==> src/rtl/sha256_hash_engine_top_assert.svh <==
// assertion macros for the hash engine
`ifndef SHA256_HASH_ENGINE_TOP_ASSERT_SVH
`define SHA256_HASH_ENGINE_TOP_ASSERT_SVH
`ifndef SYNTHESIS
`define SHA_ASSERT_IMPL(label, clk, rst_n, ante, cons) \
  label: assert property (@(posedge clk) disable iff (!rst_n) (ante) |-> (cons)) \
    else $error("assertion failed");
`define SHA_ASSERT_NEXT(label, clk, rst_n, ante, cons) \
  label: assert property (@(posedge clk) disable iff (!rst_n) (ante) |=> (cons)) \
    else $error("assertion failed");
`else
`define SHA_ASSERT_IMPL(label, clk, rst_n, ante, cons)
`define SHA_ASSERT_NEXT(label, clk, rst_n, ante, cons)
`endif
`endif

==> src/rtl/sha_ram.sv <==
`timescale 1ns / 1ps
module sha_ram #(
  parameter int unsigned Width = 32,
  parameter int unsigned Depth = 16
) (
  input  logic                     clk_i,
  input  logic                     we_i,
  input  logic [$clog2(Depth)-1:0] waddr_i,
  input  logic [Width-1:0]         wdata_i,
  input  logic [$clog2(Depth)-1:0] raddr_i,
  output logic [Width-1:0]         rdata_o
);
  logic [Width-1:0] mem [Depth];

  always_ff @(posedge clk_i) begin
    if (we_i) begin
      mem[waddr_i] <= wdata_i;
    end
    rdata_o <= mem[raddr_i];
  end
endmodule

==> config.mk <==
export PLATFORM = sky130hd
export DESIGN_NAME = sha_ram
export DESIGN_NICKNAME = d
export VERILOG_FILES = /design/src/rtl/sha256_hash_engine_top_assert.svh /design/src/rtl/sha_ram.sv
export SDC_FILE = /design/constraint.sdc
export NUM_CORES = 1
export LEC_CHECK = 0
export BUFFER_PORTS_ARGS = -buffer_cell sky130_fd_sc_hd__buf_4
export CAP_MARGIN = 20
export CORE_ASPECT_RATIO = 2
export CORE_MARGIN = 8
export CORE_UTILIZATION = 55
export CTS_CLUSTER_SIZE = 40
export DETAILED_ROUTE_END_ITERATION = 16
export PLACE_DENSITY = 0.75
export SLEW_MARGIN = 30
export SYNTH_ARGS = -nofsm -noshare
export SYNTH_HDL_FRONTEND = slang
export SYNTH_SLANG_ARGS = --single-unit
export TNS_END_PERCENT = 30
==> constraint.sdc <==
create_clock -name clk_i -period 3.4 [get_ports clk_i]
set_clock_uncertainty 0.2 [all_clocks]
set_input_delay 0.34 -clock clk_i [delete_from_list [all_inputs] [get_ports clk_i]]
set_output_delay 0.34 -clock clk_i [all_outputs]
set_load 0.02 [all_outputs]
==> results of run 1 <==
[state kept, by name (all words and copies together) (netlist names)]
name     count
mem        512
rdata_o     32
[worst paths after layout]
path                         from              endpoint  slack [ps]  cells past startpoint
max reg2reg  mem[3][28]$_DFFE_PP_   rdata_o[28]$_DFF_P_        1780                      3
min                    raddr_i[2]   rdata_o[25]$_DFF_P_         100                      4
min reg2reg  mem[14][1]$_DFFE_PP_    rdata_o[1]$_DFF_P_         470                      3
max                    waddr_i[2]  mem[3][25]$_DFFE_PP_        1500                      4
[cell usage in the layout (no fill, tap or decap), drive strengths merged]
cell type    instances
edfxtp             512
mux4               128
buf                105
a22oi               64
clkbuf              48
nand2               33
dlygate4sd3         32
dfxtp               32
clkinv              15
nor2                13
bufinv               7
clkinvlp             7
nor3                 4
inv                  3
nor2b                2
nand3b               2
nand2b               2
and2                 1
nand3                1
or3b                 1
[power by group through the flow]
stage | Clock (mW) | Sequential [mW] | Combinational [mW]
2_1_floorplan | 0 | 7.73 | 0.360
3_5_place_dp | 0 | 7.69 | 0.761
6_report | 5.28 | 7.54 | 0.785
3_3_place_gp | 0 | 7.68 | 0.744
5_1_grt | 5.57 | 7.55 | 0.834
4_1_cts | 5.35 | 7.54 | 0.798
[critical path, cell delays in order]
cell    delay [ps]
buf_4          120
or3b_2         610
nor2_4         570
buf_4          310
[final cells by class]
class	instances	area share [%]
clock inverter	32	1.618
sequential	544	69.25
clock buffer	47	4.902
tap	450	2.435
timing repair buffer	138	5.556
multi-input combinational	251	16.24
[metal layers]
metal	global-route usage (%)	wire [um]	vias to the layer above
met3	2.833	2497	64
met1	23.63	14780	4856
met2	34.73	22460	385
met5	0	13	-
met4	6.305	989	2
li1	-	-	3837
[timing repair]
action                     CTS  global route
setup endpoints to repair    0             0
hold endpoints to repair   512             0
hold buffers                32             0
[per-stage QoR]
step,power (mW),cell area [um2],worst slack (ps),TNS [ps]
2_1_floorplan,8.089,19860,-19.33,-1214
3_3_place_gp,8.424,21300,990.1,0
3_5_place_dp,8.448,21300,937.0,0
4_1_cts,13.69,23130,1517,0
5_1_grt,13.95,23130,1449,0
6_report,13.60,23130,1496,0
[logic make-up after synthesis]
kind of cell | count (synthesis)
compound gates | 64
simple gates | 59
mux | 128
flops | 544
buf+inv | 43
==> impl_metrics.py, run 1 <==
metrics = {
    "worst_setup_path": {
        "worstPathArrival_ps": 1960,
        "startpoint_type": "input pin",
        "crit_path_max_fanout": 18,
        "crit_type": "in -> reg",
        "worstPathRequired_ps": 3450,
        "worst_setup_path_end_kind": "register",
    },
    "synthesis": {
        "synth_top_cell_area_share_pct": 77.44,
        "synth_fa_ha_area_share_pct": 0,
        "synth_xor_area_share_pct": 0,
        "synth_top_flop_cell": "edfxtp_1",
        "syn_avg_cell_area_um2": 23.69,
        "synth_seq_cells": 544,
        "synth_enable_flop_cells": 512,
        "yosys.area_share.simple_pct": 1.273,
        "yosysWarnings": 0,
        "async_reset_ff_share_pct": 0,
        "synth.largest_area_cell": "edfxtp_1",
        "syn_area_mm2": 0.01985,
        "synth-compound-area-share_pct": 2.420,
        "synth_common_cells": "edfxtp_1 (512), mux4_2 (128), a22oi_1 (64)",
        "synth_top_family_by_area": "multiplexers",
        "ys_types": 18,
        "synth_mux_area_share_pct": 14.52,
        "synth_nets": 880,
        "synth.yosys.seq_area_share_pct": 80.67,
        "synthCells": 838,
        "synthTopCellsByArea": "edfxtp_1 (77%), mux4_2 (15%), dfxtp_1 (3.2%), a22oi_1 (2.4%), nand2_1 (0.62%)",
        "yosysMostFrequentCell": "edfxtp_1",
    },
    "sta": {
        "finalHoldViolations": 0,
        "finalCriticalPeriod_ps": 1904,
        "worst_pin_slew_ps": 812.2,
        "setup_viol": 0,
        "hold_ws_ps": 98.32,
        "clock.fmax_ghz": 0.5253,
        "min_period_over_period_pct": 55.99,
        "slew_violations": 0,
        "slew_headroom_pct": 45.74,
        "rsz0062_at_grt": "false",
    },
    "route": {
        "via_count": 9144,
        "wl_per_cell_um": 27.87,
        "drtPass1Iterations": 5,
        "ant_nets": 0,
        "vias_per_cell": 6.254,
        "post-route-drc-count": 0,
        "drtIter0Drc": 890,
        "routed_wl_um": 40750,
    },
    "clock_network": {
        "clk_latency_ps": 550,
        "cts_tree": "built",
        "cts_root_buf": "clkbuf_16",
        "cts_max_level": 2,
        "post-cts-setup-buffer-count": 0,
        "clockBufferDepth": 3,
        "cts.sinks": 544,
        "cts_buffers": 43,
        "clkTransAtPathRegs_ps": 70,
        "cts_resized": 0,
    },
    "power": {
        "seq_power_share_pct": 55.4,
        "power_density_mw_per_mm2": 588.2,
        "pwr-share-comb_pct": 5.8,
        "ir_drop_v": 0.0003800,
        "intPower_mw": 10.81,
        "p_leak_nw": 7.457,
        "power.switching_mw": 2.791,
        "netSwitchingFraction_pct": 20.52,
        "clkPwrFrac_pct": 38.8,
    },
    "placed_design": {
        "place_congestion": 0.7147,
        "dp.cells": 1351,
        "port_buffers": 73,
        "dp_hpwl_um": 23010,
    },
    "layout": {
        "n_fill_cell": 2204,
        "drive_gt1_share_pct": 32.41,
        "multiInputGateArea_mm2": 0.003756,
        "n_antenna_cell": 0,
        "regArea_mm2": 0.01602,
        "fin_cells": 1462,
        "fin_nets": 1020,
        "final_util_pct": 64.82,
        "area_growth_pct": 16.49,
    },
    "die": {
        "die_x_um": 150.3,
        "rows": 98,
        "die_area_mm2": 0.04280,
        "coreArea_mm2": 0.03568,
        "initial_core_util_pct": 55.64,
        "io_pins": 74,
        "fp.dieH_um": 284.7,
    },
    "status": {
        "status": "finished clean",
    },
    "global_route": {
        "grt_pass1_wl_um": 61310,
        "track_usage_pct": 19.46,
        "antenna_found_initial": 1,
        "overflow": 0,
        "grt_pass1_vias": 9785,
        "grt_max_degree": 44,
    },
    "hold_path": {
        "hold_path.class": "in -> reg",
    },
    "job": {
        "maxCapViolCount": 0,
    },
}
Note: power is estimated with default switching activity, not from simulation.
==> inputs of run 2 (changes only) <==
==> constraint.sdc (replaced) <==
create_clock -name clk_i -period 1.7 [get_ports clk_i]
set_clock_uncertainty 0.2 [all_clocks]
set_input_delay 0.17 -clock clk_i [delete_from_list [all_inputs] [get_ports clk_i]]
set_output_delay 0.17 -clock clk_i [all_outputs]
set_load 0.02 [all_outputs]
==> run 2 against run 1 <==
Cell count grew 3.8%. Non-clock buffer count grew 56. Combinational power grew 120%. Sequential share of layout area shrank 2.2 points. Flip-flop and latch count is the same. Total power grew 96%. Critical path type unchanged. Largest cell class unchanged. Highest routed layer is now met4.
==> impl_metrics.py, run 2 (synthesized netlist as in run 1, its figures left out) <==
metrics = {
    "global_route": {
        "grt.busiest_layer": "met2",
        "use_met2_pct": 36.00,
        "track_usage_pct": 20.63,
        "grt_pass1_vias": 9930,
        "grt_pass1_wl_um": 63950,
        "overflow": 0,
        "met1_usage_pct": 25.37,
        "use_met3_pct": 2.706,
        "grt_max_degree": 42,
        "antenna_found_initial": 0,
    },
    "sta": {
        "worst_pin_slew_ps": 836.2,
        "rsz0062_at_grt": "false",
        "setup_viol": 0,
        "hold_ws_ps": 43.34,
        "clock.fmax_ghz": 0.5910,
        "slew_violations": 0,
        "slew_headroom_pct": 44.13,
        "finalCriticalPeriod_ps": 1692,
        "min_period_over_period_pct": 99.53,
        "finalHoldViolations": 0,
    },
    "worst_setup_path": {
        "crit_path_start": "waddr_i[0]",
        "worst_setup_path_end_kind": "register",
        "cp_cell_sequence": "dlygate4sd3_1 > buf_4 > nand2b_1 > nor2_4 > buf_12",
        "rr_startpoint": "mem[6][30]$_DFFE_PP_",
        "reg2reg_to": "rdata_o[30]$_DFF_P_",
        "crit_type": "in -> reg",
        "critPathSlowestCell": "dlygate4sd3_1",
        "startpoint_type": "input pin",
        "reg2regPathDepth": 3,
        "cp_slowest_stage_delay_ps": 530,
        "worstPathRequired_ps": 1750,
        "crit_end": "mem[2][21]$_DFFE_PP_",
        "worstPathArrival_ps": 1740,
        "crit_path_max_fanout": 20,
        "r2r_setup_slack_ps": 190,
    },
    "die": {
        "io_pins": 74,
        "die_area_mm2": 0.04280,
        "die_x_um": 150.3,
        "initial_core_util_pct": 55.64,
        "coreArea_mm2": 0.03568,
        "rows": 98,
        "fp.dieH_um": 284.7,
    },
    "layout": {
        "fin_area_mm2": 0.02388,
        "largest-register": "mem",
        "reg.largest.list": "mem: 512 flops, rdata_o: 32 flops",
        "drive_gt1_share_pct": 35.30,
        "fin_nets": 1076,
        "largest_register_ffs": 512,
        "mostFrequentLayoutCell": "edfxtp_1",
        "layout_common_cells": "edfxtp_1 (512), mux4_2 (128), buf_4 (113), a22oi_1 (64), clkbuf_16 (45)",
        "fin_cells": 1518,
        "n_antenna_cell": 0,
        "n_fill_cell": 2110,
        "area_growth_pct": 20.27,
    },
    "clock_network": {
        "clockBufferDepth": 3,
        "cts_buffers": 43,
        "clk_latency_ps": 560,
        "cts.sinks": 544,
        "cts_root_buf": "clkbuf_16",
        "clkTransAtPathRegs_ps": 70,
        "cts_tree": "built",
        "cts_max_level": 2,
    },
    "placed_design": {
        "dp_hpwl_um": 24920,
        "place_congestion": 0.7478,
        "port_buffers": 73,
        "dp.cells": 1404,
        "placed_area_mm2": 0.02214,
    },
    "hold_path": {
        "hold_path.class": "in -> reg",
    },
    "route": {
        "vias_per_cell": 6.243,
        "drtIter0Drc": 937,
        "routed_wl_um": 43020,
        "via_count": 9477,
        "post-route-drc-count": 0,
        "drtPass1Iterations": 5,
        "wl_per_cell_um": 28.34,
        "ant_nets": 0,
    },
    "power": {
        "p_leak_nw": 7.833,
        "ir_drop_v": 0.0008080,
        "power_density_mw_per_mm2": 1117,
    },
    "job": {
        "maxCapViolCount": 0,
    },
    "status": {
        "status": "finished clean",
    },
}
-- run 2: cell count changes in the layout (fill, tap and decap cells not counted), sizes merged --
cell         before  now
buf             105  158
bufinv            7    2
clkbuf           48   57
clkinv           15   16
clkinvlp          7    4
dlygate4sd3      32   35
inv               3    1
-- run 2: how the worst min path moves through the flow --
stage                start                    end  slack, ps  depth (start not counted)
2_1_floorplan   wdata_i[0]    mem[0][0]$_DFFE_PP_         70                          0
3_3_place_gp   wdata_i[29]   mem[8][29]$_DFFE_PP_        260                          1
3_5_place_dp   wdata_i[29]  mem[11][29]$_DFFE_PP_        260                          1
4_1_cts         raddr_i[3]     rdata_o[3]$_DFF_P_         20                          4
5_1_grt         raddr_i[3]     rdata_o[3]$_DFF_P_         50                          4
6_report        raddr_i[3]     rdata_o[3]$_DFF_P_         40                          4
-- run 2: repair_timing --
action | in CTS | in global routing
gates resized for setup | 0 | 0
setup buffers | 0 | 0
hold buffers | 35 | 0
endpoints found under the hold margin | 557 | 0
-- run 2: per-layer routing --
layer | wire, um | share of wire (%) | up-vias
li1 | - | - | 3956
met1 | 15680 | 36 | 5034
met2 | 23390 | 54 | 402
met3 | 2577 | 6.0 | 85
met4 | 1370 | 3.2 | 0
met5 | 0 | 0 | -
-- run 2: cell type report --
class | instances | area, um2 | area share (%)
Timing Repair Buffer | 194 | 2121 | 8.881
Clock buffer | 56 | 1217 | 5.098
Clock inverter | 23 | 173.9 | 0.7283
Sequential cell | 544 | 16020 | 67.07
Multi-Input combinational cell | 251 | 3789 | 15.87
Tap cell | 450 | 563.0 | 2.358
-- run 2: per-stage QoR --
| stage | power, mW | util [%] | setup TNS, ps | setup WS (ps) |
|---|---|---|---|---|
| floorplan | 16.19 | - | -91740 | -379.2 |
| global placement | 17.02 | 61.96 | -11790 | -144.7 |
| detailed placement | 17.07 | 62.04 | -13110 | -177.3 |
| CTS | 26.89 | 66.92 | 0 | 29.37 |
| global route | 27.43 | 66.92 | 0 | 3.427 |
| finish | 26.68 | 66.92 | 0 | 7.984 |
-- run 2: critical path: cells and delay by family --
| kind | cells | cell delay, ps |
|---|---|---|
| and+or+nand+nor | 2 | 610 |
| buffers and inverters | 3 | 920 |
-- run 2: power breakdown --
group          total, mW  switching (mW)  internal (mW)
sequential          15.1           0.117           15.0
clock               9.85            4.46           5.38
combinational       1.74           0.910          0.827
